**config.mk**
```make
export PLATFORM = sky130hd
export DESIGN_NAME = ndr_pipe_ctl
export DESIGN_NICKNAME = d
export VERILOG_FILES = /design/src/rtl/ndr_pkg.sv /design/src/rtl/ndr_pipe_ctl.sv
export SDC_FILE = /design/constraint.sdc
export NUM_CORES = 1
export LEC_CHECK = 0
export BUFFER_PORTS_ARGS = -buffer_cell sky130_fd_sc_hd__buf_2
export CAP_MARGIN = 0
export CORE_MARGIN = 2
export CORE_UTILIZATION = 35
export DETAILED_ROUTE_END_ITERATION = 12
export PLACE_DENSITY_LB_ADDON = 0.3
export SLEW_MARGIN = 40
export SYNTH_ARGS = -nofsm -noshare
export SYNTH_HDL_FRONTEND = slang
export SYNTH_SLANG_ARGS = --single-unit
```
**constraint.sdc**
```tcl
create_clock -name clock -period 2.2 [get_ports clock]
set_input_delay 0.22 -clock clock [delete_from_list [all_inputs] [get_ports clock]]
set_output_delay 0.22 -clock clock [all_outputs]
set_load 0.1 [all_outputs]
```
**src/rtl/ndr_pkg.sv**
```systemverilog
// Shared types and constants for the nibble dequantize/requantize block.
// Used by the channel interfaces, the pipeline control, the lanes and the top level.
package ndr_pkg;

   // Field widths
   localparam int NIB_W      = 4;
   localparam int BYTE_W     = 8;
   localparam int SCALE_W    = 32;
   localparam int OFF_W      = 16;
   localparam int VAL_W      = 16;
   localparam int MAG_W      = 16;
   localparam int SAT_W      = 20;
   localparam int DEC_W      = 17;
   localparam int RES_W      = 22;

   // Exact product widths after each multiply
   localparam int P1_W       = MAG_W + SCALE_W;
   localparam int P2_W       = P1_W + SCALE_W;
   localparam int P3_W       = P2_W + SCALE_W;

   // Pipeline depth, not counting the output register
   localparam int NSTG       = 7;

   localparam int FRAC_BITS_DEF = 16;

   // Configuration port
   localparam int CSR_IDX_W  = 3;
   localparam int CSR_DATA_W = 32;

   typedef enum logic [CSR_IDX_W-1:0] {
      CSR_SIGNED_MODE    = 3'd0,
      CSR_REQUANT_ENABLE = 3'd1,
      CSR_TABLE_SCALE    = 3'd2,
      CSR_TABLE_OFFSET   = 3'd3,
      CSR_GAIN_SCALE     = 3'd4,
      CSR_INV_OUT_SCALE  = 3'd5,
      CSR_OUT_BIAS       = 3'd6
   } csr_idx_type;

   typedef struct packed {
      logic                     signed_mode;
      logic                     requant_enable;
      logic [SCALE_W-1:0]       table_scale;
      logic signed [OFF_W-1:0]  table_offset;
      logic [SCALE_W-1:0]       gain_scale;
      logic [SCALE_W-1:0]       inv_out_scale;
      logic signed [OFF_W-1:0]  out_bias;
   } cfg_type;

   // load[k] moves stage k-1 into stage k; load[NSTG+1] fills the output register
   typedef struct packed {
      logic [NSTG+1:1] load;
   } pipe_ctl_type;

endpackage

```
**src/rtl/ndr_pipe_ctl.sv**
```systemverilog
// Valid tracking and stall control for the lane pipeline and output register.
// Carries the row-end flag alongside; depends on ndr_pkg.
module ndr_pipe_ctl (
   input  logic                  clock,
   input  logic                  reset,
   input  logic                  in_valid,
   input  logic                  in_last,
   output logic                  in_ready,
   input  logic                  out_ready,
   output logic                  out_valid,
   output logic                  stg_last,
   output ndr_pkg::pipe_ctl_type pipe
);
   import ndr_pkg::*;

   logic [NSTG:1]   vld_ff;
   logic [NSTG:1]   vld_in;
   logic [NSTG:1]   last_ff;
   logic            out_vld_ff;
   logic            out_vld_in;
   logic [NSTG+1:1] free;

   // A stage may load when it is empty or its contents move on
   always_comb begin
      free[NSTG+1] = !out_vld_ff || out_ready;
      for (int k = NSTG; k >= 1; k--) begin
         free[k] = !vld_ff[k] || free[k+1];
      end
   end

   // Advance valid bits, hold where stalled
   always_comb begin
      vld_in[1] = free[1] ? in_valid : vld_ff[1];
      for (int k = 2; k <= NSTG; k++) begin
         vld_in[k] = free[k] ? vld_ff[k-1] : vld_ff[k];
      end
      out_vld_in = free[NSTG+1] ? vld_ff[NSTG] : out_vld_ff;
   end

   always_ff @(posedge clock) begin
      if (reset) begin
         vld_ff     <= '0;
         out_vld_ff <= 1'b0;
      end else begin
         vld_ff     <= vld_in;
         out_vld_ff <= out_vld_in;
      end
   end

   // Row-end flag travels with the item
   always_ff @(posedge clock) begin
      if (free[1]) last_ff[1] <= in_last;
      for (int k = 2; k <= NSTG; k++) begin
         if (free[k]) last_ff[k] <= last_ff[k-1];
      end
   end

   assign pipe.load = free;
   assign in_ready  = free[1];
   assign out_valid = out_vld_ff;
   assign stg_last  = last_ff[NSTG];

   a_accept_enters: assert property (@(posedge clock) disable iff (reset)
      in_valid && in_ready |=> vld_ff[1])
      else $error("accepted transfer did not enter the first stage");

   a_tail_reaches_out: assert property (@(posedge clock) disable iff (reset)
      vld_ff[NSTG] && free[NSTG+1] |=> out_vld_ff)
      else $error("finished item did not reach the output register");

   a_full_stall_blocks: assert property (@(posedge clock) disable iff (reset)
      out_vld_ff && !out_ready && (&vld_ff) |-> !in_ready)
      else $error("input ready while every stage is full and stalled");

endmodule

```
**After elaboration in Yosys (flattened, before gate mapping)**

Cells that the tools add are included.

- Reduce and logical (&&, ||, !) cells: 16

Operator list:

| operator | number |
|---|---|
| 1-bit zero test | 8 |
| 1-bit logical OR | 8 |

- Output and inout port bits: 11
- Register bits after elaboration: 15
- Logic and storage cells: 31

**Longest topological paths before layout**

Gate-level depths: netlist (run 1).

- Word-level depth: 9
- Depth in mapped cells: 5
- Gate-level depth less buffers: 3

**Least setup slack after synthesis (run 1)**

No wires, ideal clock.

- Path kind: register -> output
- From: reg out_vld_ff (netlist: out_valid)
- To: out pipe[0] in the netlist's numbering
- Path slack: -877 ps
- Required time: 1980 ps
- Stages on the path, launching flop included: 6
- Path buffers: 2
- Arrival: 2857 ps
- Cells stage by stage: dfxtp_1 and4b_1 buf_6 and2_4 nand3_1 buf_4

- Cells in the longest elaborated chain, start to end: 9

Ends and longest elaborated chain:

| element | line | RTL |
|---|---|---|
| from (decl) | ndr_pipe_ctl.sv:19 | `logic out_vld_ff;` |
| from (signal assigned) | ndr_pipe_ctl.sv:46 | `out_vld_ff <= out_vld_in;` |
| 1-bit zero test | ndr_pipe_ctl.sv:25 | `free[NSTG+1] = !out_vld_ff \|\| out_ready;` |
| 1-bit logical OR | ndr_pipe_ctl.sv:25 |  |
| 1-bit logical OR (7 in series) | ndr_pipe_ctl.sv:27 | `free[k] = !vld_ff[k] \|\| free[k+1];` |
| to (decl) | ndr_pipe_ctl.sv:12 | `output ndr_pkg::pipe_ctl_type pipe` |

Every way passes these cells.

==> results of run 1 <==
## routing by layer
layer | global-route usage | vias up | wire length (microns)
met5 | 0 | - | 0
met1 | 0.122 | 150 | 343
met4 | 0.0909 | 0 | 14
li1 | - | 188 | -
met2 | 0.134 | 12 | 331
met3 | 0.0542 | 2 | 58
## layout make-up
class                   count  area (sq um)  share of cell area
clock buffers               4          26.3              0.0398
inverters                   4          15.0              0.0227
repair buffers             15          75.1               0.114
flip-flops and latches     15           372               0.562
multi-input cells          24           153               0.231
well taps                  16          20.0              0.0303
## final timing paths
path	cells past startpoint	startpoint	endpoint	slack [ns]
worst min register to register	0	last_ff[2]$_DFFE_PP_	last_ff[3]$_DFFE_PP_	0.42
worst max register to register	3	vld_ff[7]$_SDFFE_PP0P_	last_ff[1]$_DFFE_PP_	0.84
worst min-delay path	1	in_last	last_ff[1]$_DFFE_PP_	0.11
worst max-delay path	4	vld_ff[7]$_SDFFE_PP0P_	pipe[0]	0.27
## placed cells by master (no fill, tap or decap)
cell	Yosys	final
sky130_fd_sc_hd__dfxtp_1	8	7
sky130_fd_sc_hd__nand2_1	3	2
sky130_fd_sc_hd__and2_4	1	1
sky130_fd_sc_hd__and4b_1	1	1
sky130_fd_sc_hd__a21oi_2	1	1
sky130_fd_sc_hd__nand3_4	1	2
sky130_fd_sc_hd__a31oi_1	1	1
sky130_fd_sc_hd__inv_1	4	4
sky130_fd_sc_hd__dfxtp_2	0	1
sky130_fd_sc_hd__a41oi_1	1	1
sky130_fd_sc_hd__clkbuf_1	0	1
sky130_fd_sc_hd__edfxtp_1	7	7
sky130_fd_sc_hd__clkbuf_4	0	3
sky130_fd_sc_hd__a21oi_1	3	3
sky130_fd_sc_hd__and3_1	1	1
sky130_fd_sc_hd__buf_2	0	15
sky130_fd_sc_hd__nor2b_1	1	1
sky130_fd_sc_hd__nor2_1	9	9
sky130_fd_sc_hd__nand2_2	0	1
## logic make-up after synthesis
kind of cell    synth area share
buf+inv                   0.0709
flops                      0.677
simple gates               0.181
compound gates            0.0709
## state kept, by name (all words and copies together), names as in the netlist
name       cells
last_ff        7
vld_ff         7
out_valid      1
## power by group through the flow
stage	logic (mW)	clock network (mW)	registers, mW
finish	0.0179	0.149	0.306
global route	0.0196	0.180	0.307
CTS	0.0181	0.158	0.306
detailed placement	0.0180	0	0.312
global placement	0.0180	0	0.312
floorplan	0.00590	0	0.319
## through the flow
stage	setup WS (ns)	cells	hold WS, ns	cell area (sq um)
floorplan	0.113	46	0.319	563
global placement	0.560	74	0.398	634
detailed placement	0.545	74	0.400	634
CTS	0.248	78	0.102	661
global route	0.155	78	0.0786	661
finish	0.275	78	0.113	661
==> summary by stage, run 1 <==
Route
The final layout contains routed wiring with a total length of about 750 microns. The number of remaining DRC errors is 0. The final routed wire length divided by cell count is approximately 9.6 microns. The post-route antenna net violation count is 0. The number of optimization iterations in the first detailed-route pass is 2. In the routed layout, each cell is associated on average with a via count of between 4 and 5.

The number of DRC markers in iteration 0 is 1. For this block, the via count after detailed routing is approximately 350.

Clock tree
For this design, the CTS-stage hold fixing added 0 buffers. The number of post-CTS setup repair buffers is 0. CTS built an H-tree with a depth of 1. Counting every sink on the clock net gives 15. The TritonCTS clock tree is yes. The buffer levels on the longest clock path is 2. The clock latency on the worst-skew pair is between 0.2 and 0.3 ns.

Once the clock tree was built, the resizer swapped 0 gates to a different size. After clock tree synthesis, the clock-pin slew on the worst setup and hold paths is around 0.08 ns. The buffer cell driving the clock tree root is sky130_fd_sc_hd__clkbuf_4. In this run, CTS created clock tree buffers numbering 3.

Pwr
IR analysis of the VDD net gives a maximum drop of between 0.3 and 0.4 mV. In this run the power spent charging and discharging nets is 96.4 uW. The internal portion of the total power is 376 uW. In this run the static leakage power is ~0.24 nW. The switching share of power is 0.204. The sequential share of power is 0.646. The post-layout total power is ~470 uW. The share of total power dissipated in the clock network is 0.316.

Of the total power, combinational logic draws 0.038. The power density relative to cell area is around 700 nW/um^2.

Synthesis
Yosys printed 0 warnings. The largest area contributor in the synthesized netlist is sky130_fd_sc_hd__edfxtp_1. The library cell with the highest instance count after synthesis is sky130_fd_sc_hd__nor2_1. In the post-synthesis netlist, the biggest area contributors are sky130_fd_sc_hd__edfxtp_1 38%, sky130_fd_sc_hd__dfxtp_1 29%, sky130_fd_sc_hd__nor2_1 6.2%. The number of nets in the synthesized netlist is 51.

In the synthesized netlist the async set-or-reset flop fraction comes to 0. Of the post-synthesis cell area, the dominant cell type holds 0.384. The mapped netlist covers approximately 550 sq um. The average cell area after synthesis is approximately 12 sq um. The count of cell types in the netlist is 18.

In this run, synthesis inferred 7 flip-flops with an integrated enable. By count the netlist is led by 9 x sky130_fd_sc_hd__nor2_1, 8 x sky130_fd_sc_hd__dfxtp_1, 7 x sky130_fd_sc_hd__edfxtp_1. Among all flip-flop cells after synthesis, the most frequent one is sky130_fd_sc_hd__dfxtp_1. The share of synthesized area occupied by flip-flops and latches is 0.677. The number of standard cells after synthesis is 46. The count of state elements after synthesis is 15.

Floorplanning
The area inside the core boundary is between 1000 and 1500 sq um. The placement row count is 14. The full die area is 1890 sq um. Measured along the y axis, the die boundary spans between 40 and 50 microns. The effective utilization at floorplan is 0.367.

In this run the horizontal extent of the chip is about 44 microns. For this design the top-level I/O count stands at 16.

Timing
The worst path in the final design needs a cycle of between 1.5 and 2 ns, including I/O delays and setup. Dividing the final minimum period by the clock period gives 0.875. The total count of max-transition violations in the final report is 0. The remaining max-slew budget at the tightest pin is 0.679. The total of endpoints with negative setup slack in the final report is 0. Setup repair after global routing left no endpoint under its margin. Summed over all failing endpoints, the final setup total negative slack is 0 ns. Timing would allow up to 519 MHz. For the final database, setup skew stands at 0.00310 ns.

The number of hold violations in the final report came to 0. The slew at the pin closest to its max-slew limit is just under 0.5 ns.

Setup path
The biggest fanout along the worst timing path is 9. The kind of critical path is flop to output port. The critical path arrival is 1.71 ns. Among all stages on the critical path, the largest delay is contributed by sky130_fd_sc_hd__and4b_1. The capturing element type of the critical path is an output port. The number of buffers and inverters on the critical path is 1. The signal on the critical path passes through and4b_1 -> and2_4 -> nand3_4 -> buf_2. For the worst setup path, the data required time is 1.98 ns. On the critical path the largest part of the delay comes from simple AND/OR/NAND/NOR gates. STA classifies the critical path startpoint as a flop. In this design, the stage delay of the slowest critical-path cell is ~0.43 ns.

Cells and area
0 antenna diodes ended up in the layout. For this run, the post-layout net count is 68. The area growth from synthesis to layout is 20.8%. Counting the fill cells in the layout gives 146. The share of layout cells above drive strength 1 is 0.387. The utilization after layout is 0.444.

Global route
The number of antenna violations at the first check in global routing is 0. The total overflow left after global routing is 0. Across every metal layer, demand over resource in global routing totals 0.103. The first global-routing pass estimated about 1400 microns of wire. Entering global routing, the biggest net connects 10 pins.

The number of global-route vias before repair is between 300 and 400.

Job
The max capacitance violation total is 0.

Min path
The worst hold path class is input pin to flop.

Place
The detailed placement HPWL is 581 microns. The number of buffers inserted by port buffering is 15. The placer congestion estimate is between 0.6 and 0.7.

Run status
The run finished with clean final reports.
Power figures use the tool's default switching activity.
==> inputs of run 2 (changes only) <==
- CELL_PAD_IN_SITES_DETAIL_PLACEMENT: unset -> 1
- CELL_PAD_IN_SITES_GLOBAL_PLACEMENT: unset -> 2
- CORE_UTILIZATION: 35 -> 32
==> summary by stage, run 2 (synthesis results as in run 1) <==
Timing
The worst setup margin is 0.220 ns. The fraction of the cycle the final worst path needs is 0.900. The setup TNS is 0 ns. On the final layout, the worst hold slack is ~0.11 ns. Across the routed clock network, the largest skew measured is between 0.007 and 0.008 ns. The total count of max-transition violations in the final report was 0.

After layout, the minimum clock period comes to around 2 ns. The slew at the pin closest to its max-slew limit is between 0.4 and 0.5 ns. The maximum achievable frequency is between 500 and 600 MHz. Setup repair after global routing left no endpoint under its margin. The number of hold violations in the final report is 0. The total of endpoints with negative setup slack in the final report is 0. In this run the tightest slew margin relative to its limit is 0.678.

Route
The count of nets left with antenna violations once routing finished came out at 0. For this run, design rule violations remaining after detail routing come to 0. The number of DRC markers in iteration 0 is 7. The routed length on met3 is 56 microns.

The total wirelength of the detailed-routed design is ~950 microns. The final routed wire length divided by cell count is roughly 12 microns. In the final routing, the length of wire on met1 measures between 400 and 500 microns.

The number of vias per cell is ~4.8. The number of optimization iterations in the first detailed-route pass is 2. The length of routed met2 wiring is around 480 microns.

The overall via count from detail_route is ~370. After detailed routing, no signal wire sits above met3.

Clock tree
The clock latency on the worst-skew pair is around 0.28 ns. The tree is rooted in a sky130_fd_sc_hd__clkbuf_4. The TritonCTS clock tree is yes. The number of clock sinks is 15. The total of cells resized after clock tree synthesis is 0.

The clock passes through at most 2 buffers. Buffers added to address setup during post-CTS repair amount to 0. The number of H-tree levels is 1.

The total CTS buffers is 3. Clock-pin slew was measured on the worst setup and hold paths at 0.09 ns. The number of buffers inserted for hold repair after clock tree synthesis is 0.

Setup path
The data required time at the worst endpoint is between 1.5 and 2 ns. The biggest fanout along the worst timing path is 9. STA puts the critical path data arrival time at about 1.8 ns. Measured in cells, the most critical reg-to-reg path has a length of 3. The critical path goes through and4b_1 -> and2_4 -> nand3_4 -> buf_2. Among all stages on the critical path, the largest delay is contributed by sky130_fd_sc_hd__and4b_1. The critical path startpoint category is a flop. The worst setup path is of the flop to output port kind. The delay of the slowest cell on the worst path is ~0.47 ns.

STA classifies the critical path endpoint as an output port.

Global route
Entering global routing, the biggest net connects 10 pins. The number of global-route vias before repair is around 340. The remaining global-route overflow is 0. The number of antenna violations at the first check in global routing is 0. The combined global-route utilization of all metal layers is 0.111. The first global-routing pass estimated 1490 microns of wire.

Floorplanning
The number of placed I/O pins is 16. The effective utilization at floorplan is 0.351. The full die area is roughly 2100 sq um. The height of the die is about 45 microns. The area inside the core boundary is roughly 1600 sq um.

The die is 45.3 microns wide. In this run the core area contains 14 standard-cell rows.

Min path
The tightest min-delay check is of the input pin to flop type. The number of instances on the worst hold path is 1.

Cells and area
The net count of the finished layout is 68. The number of diodes added for antenna fixing is 0. The count of cells in the finished layout, fillers not included, comes to between 70 and 80. Leaving out fill and tap cells, the most frequent cells in the layout are 15 x sky130_fd_sc_hd__buf_2, 9 x sky130_fd_sc_hd__nor2_1, 7 x sky130_fd_sc_hd__edfxtp_1, 7 x sky130_fd_sc_hd__dfxtp_1, 4 x sky130_fd_sc_hd__inv_1. The signed area change from the synthesized netlist to the final layout is 21.1%.

In the final layout, the share of cells above drive strength 1 is 0.403. The number of filler cells placed in the layout is 179. Across the whole layout, storage elements account for 372 sq um.

The footprint of the multi-input gates is about 150 sq um. The most frequent standard cell in the layout excluding fill and tap cells is sky130_fd_sc_hd__buf_2.

Pwr
The post-layout total power is 474 uW. The static leakage is roughly 0.25 nW. The power density relative to cell area is ~720 nW/um^2. The maximum resistive drop on vdd is 0.395 mV.

Run status
The run finished with clean final reports.

Place
The congestion estimate from routability-driven global placement came to around 0.59. The number of buffers inserted by port buffering is 15. In this run, placement finished with an instance count of between 70 and 80. Timing analysis after detailed placement gives a worst setup slack of about 0.5 ns.

Job
Max-cap violations in this run came to 0.
-- run 2: cell count changes in the layout (fill, tap and decap cells not counted), sizes merged --
cell	change
clkbuf	-1
clkinv	+1
-- run 2: worst max-delay path, delay by kind of cell (launching register included) --
family	cells	cell delay, ns
AND/OR/NAND/NOR	3	0.81
buffers and inverters	1	0.31
flip-flops	1	0.37
-- run 2: final timing paths --
path,startpoint,to,slack (ns)
hold reg to reg,last_ff[4]$_DFFE_PP_,last_ff[5]$_DFFE_PP_,0.43
setup reg to reg,vld_ff[7]$_SDFFE_PP0P_,last_ff[1]$_DFFE_PP_,0.79
setup / recovery,vld_ff[7]$_SDFFE_PP0P_,pipe[0],0.22
hold / removal,in_last,last_ff[1]$_DFFE_PP_,0.11
-- run 2: per-stage QoR --
| stage | utilization | area [sq um] |
|---|---|---|
| detailed placement | 0.407 | 634 |
| floorplan | - | 563 |
| finish | 0.425 | 662 |
| global placement | 0.407 | 634 |
| global route | 0.425 | 662 |
| CTS | 0.425 | 662 |
-- run 2: area by class of cell --
| cell class | count | share of cell area |
|---|---|---|
| repair buffers | 15 | 0.113 |
| clock inverters | 1 | 0.00756 |
| clock buffers | 3 | 0.0340 |
| well taps | 16 | 0.0302 |
| inverters | 4 | 0.0227 |
| multi-input cells | 24 | 0.231 |
| flip-flops and latches | 15 | 0.561 |
-- run 2: routing by layer --
layer  up-vias  global-route usage
li1        185                   -
met1       177               0.119
met2        10               0.169
met3         0              0.0720
met4         0              0.0529
met5         -                   0
-- run 2: report_power, final --
group	leakage (nW)	switching [mW]	internal, mW
clock network	0.0177	0.0825	0.0674
registers	0.140	0.00516	0.301
logic	0.0887	0.0127	0.00539
total	0.246	0.100	0.373
==> inputs of run 3 (changes only) <==
- ABC_AREA: unset -> 1
==> summary by stage, run 3 <==
Synthesis
The cell area after technology mapping is between 500 and 600 sq um. In the synthesized netlist, the cells that appear most often are 8 x sky130_fd_sc_hd__dfxtp_1, 8 x sky130_fd_sc_hd__inv_1, 7 x sky130_fd_sc_hd__edfxtp_1. The count of state elements after synthesis is 15. The number of synthesized flops with an enable pin is 7.

The largest total area in the synthesized netlist belongs to sky130_fd_sc_hd__edfxtp_1. The number of standard cells after synthesis is 44. The share of the synthesized area in the top cell type is 0.388.

Ranked by total cell area, the synthesized netlist is headed by sky130_fd_sc_hd__edfxtp_1 39%, sky130_fd_sc_hd__dfxtp_1 30%, sky130_fd_sc_hd__a21oi_1 5.5%. The number of nets handed over by synthesis was 49. The share of synthesized area occupied by flip-flops and latches is 0.684.

The async set-or-reset flop fraction in the synthesized netlist is 0. A synthesized cell averages roughly 12 sq um. For this run, the leading register cell type out of synthesis is sky130_fd_sc_hd__dfxtp_1.

The yosys synthesis warning count is 0. Synthesis instantiated 15 different standard cells from the library.

Route
Once detail routing completed, the nets flagged for antenna violations numbered 0. The final route contains between 300 and 400 vias. After the first detailed-routing iteration, the DRC count stood at 1.

The number of remaining DRC errors is 0. The number of vias per cell is between 4 and 5. In the detailed route, the total length drawn on met2 is 427 microns. The final routed wire length divided by cell count is roughly 11 microns. The routed length on met3 is roughly 52 microns.

The total wirelength of the detailed-routed design is roughly 870 microns. The post-route met1 wirelength is 384 microns. Before antenna repair, the detailed router went through 2 iterations. The uppermost metal layer occupied by signal nets is met4.

Timing
The number of hold violations in the final report was 0. The smallest clock period supported by the final layout is computed as 1.89 ns. Setup violations remaining at the end of the flow were counted as 0.

The fraction of the cycle the final worst path needs is 0.859. The post-route worst hold slack is around 0.12 ns. The final worst clock skew is between 0.001 and 0.0015 ns.

The remaining max-slew budget at the tightest pin is 0.678. The maximum achievable frequency is between 500 and 600 MHz. Setup repair after global routing left no endpoint under its margin. The total count of max-transition violations in the final report is 0. The worst setup margin is 0.310 ns. At the pin with the least slew margin, the transition time is 0.487 ns.

Setup path
The critical path goes through nand4_4 -> nor3_4 -> nand4_4 -> buf_2. The number of buffers and inverters on the critical path is 1. The capturing element type of the critical path is an output port.

The largest single stage delay on the critical path is approximately 0.4 ns. The worst setup path is launched from a flop. The category of cells accounting for the largest share of critical-path delay is simple AND/OR/NAND/NOR gates. The slowest stage cell on the critical path is sky130_fd_sc_hd__dfxtp_1. Along the worst path, the maximum fanout reaches 5. The kind of critical path is flop to output port.

The critical path arrival is 1.67 ns. The reg-to-reg setup timing slack is a little under 0.9 ns. Among the stages of the critical path, the cell type that occurs most often is sky130_fd_sc_hd__nand4_4. For the worst setup path, the data required time is ~2 ns.

Floorplanning
The die covers a little over 2000 sq um. The floorplan step set the die width to 45.1 microns. In this run the core area contains 14 standard-cell rows.

For this configuration, the core starts out at a cell density of 0.351. The die is roughly 45 microns tall. The region available for standard cell placement spans approximately 1500 sq um.

The number of placed I/O pins is 16.

Pwr
The power density relative to cell area is between 700 and 800 nW/um^2. In this run the static leakage power is ~0.27 nW. IR analysis of the VDD net gives a maximum drop of about 0.35 mV.

Clock tree
Once the clock tree was built, the setup fixing pass inserted 0 buffers. The clock transition at the registers of the reported paths is 0.08 ns. The clock latency on the worst-skew pair is about 0.27 ns. In this run the deepest clock path goes through 2 buffers. The number of buffers inserted for hold repair after clock tree synthesis is 0. The total of cells resized after clock tree synthesis is 0. CTS built an H-tree with a depth of 1.

TritonCTS built the clock tree. The clock drives 15 sinks. The total CTS buffers is 3. The buffer cell driving the clock tree root is sky130_fd_sc_hd__clkbuf_4.

Job
The max capacitance violation total is 0.

Place
The placer congestion estimate is between 0.6 and 0.7. The detailed placement HPWL is about 670 microns. Prior to clock tree synthesis, the placed netlist has a worst setup slack of around 0.57 ns. Input and output buffers added on the ports amount to 15.

Global route
The remaining global-route overflow is 0. The first global-routing pass estimated about 1400 microns of wire. The number of antenna violations at the first check in global routing came to 0.

Entering global routing, the biggest net connects 9 pins. Across every metal layer, demand over resource in global routing totals 0.106. The number of global-route vias before repair was about 340.

Cells and area
The number of filler cells placed in the layout is approximately 180. The footprint of the multi-input gates is approximately 130 sq um. Measured on the finished design, the core utilization comes to 0.433.

The most frequent standard cell in the layout excluding fill and tap cells is sky130_fd_sc_hd__buf_2. Across the whole layout, storage elements account for 374 sq um. The number of diodes added for antenna fixing is 0. Of the cells placed in the final design, the portion with a size suffix greater than 1 is 0.443. The number of nets in the layout is 67. The top cell types in the final layout, fill and taps aside, are 15 x sky130_fd_sc_hd__buf_2, 8 x sky130_fd_sc_hd__inv_1, 7 x sky130_fd_sc_hd__edfxtp_1, 7 x sky130_fd_sc_hd__dfxtp_1, 6 x sky130_fd_sc_hd__a21oi_1.

From synthesis to final layout, the design area changed by 23.1%.

Run status
The flow ran to the end, and the final reports show no timing, DRC or antenna violations.

Min path
The path class of the tightest hold or removal check is input pin to flop.
## run 3: cell count changes in the layout (fill, tap and decap cells not counted), sizes merged, moves of 2 or more
cell	delta
nand4	+2
nor2	-6
a21oi	+3
inv	+6
## run 3: final cells by class
cell class                 count  area share
multi-input combinational     17       0.201
sequential                    15       0.561
clock buffer                   4      0.0394
timing repair buffer          15       0.113
inverter                      10      0.0563
tap                           16      0.0300
## run 3: power by group
group,internal [mW],switching [mW]
registers,0.300,0.00503
logic,0.00521,0.0140
clock network,0.0701,0.0765
total,0.375,0.0956
## run 3: per-layer routing
metal / up-vias / GRT usage
li1: 178 / -
met1: 165 / 0.128
met2: 9 / 0.151
met3: 2 / 0.0360
met4: 0 / 0.0882
met5: - / 0
## run 3: worst paths after layout
kind                                from  cells past startpoint              endpoint
setup / recovery  vld_ff[7]$_SDFFE_PP0P_                      4               pipe[0]
hold / removal                   in_last                      1  last_ff[1]$_DFFE_PP_
setup reg to reg  vld_ff[7]$_SDFFE_PP0P_                      3  last_ff[1]$_DFFE_PP_
hold reg to reg     last_ff[4]$_DFFE_PP_                      0  last_ff[5]$_DFFE_PP_
## run 3: kinds of logic after synthesis
group,count (synthesis),synth area share
DFF,15,0.684
buffers and inverters,12,0.0901
and+or+nand+nor,10,0.155
AOI/OAI and AO/OA,7,0.0716
## run 3: metrics by stage
step                area (sq um)  instances  TNS [ns]  total power, mW
finish                       667         77         0            0.470
global route                 667         77         0            0.497
CTS                          667         77         0            0.483
floorplan                    564         44    -0.904            0.324
global placement             641         73         0            0.331
detailed placement           641         73         0            0.331
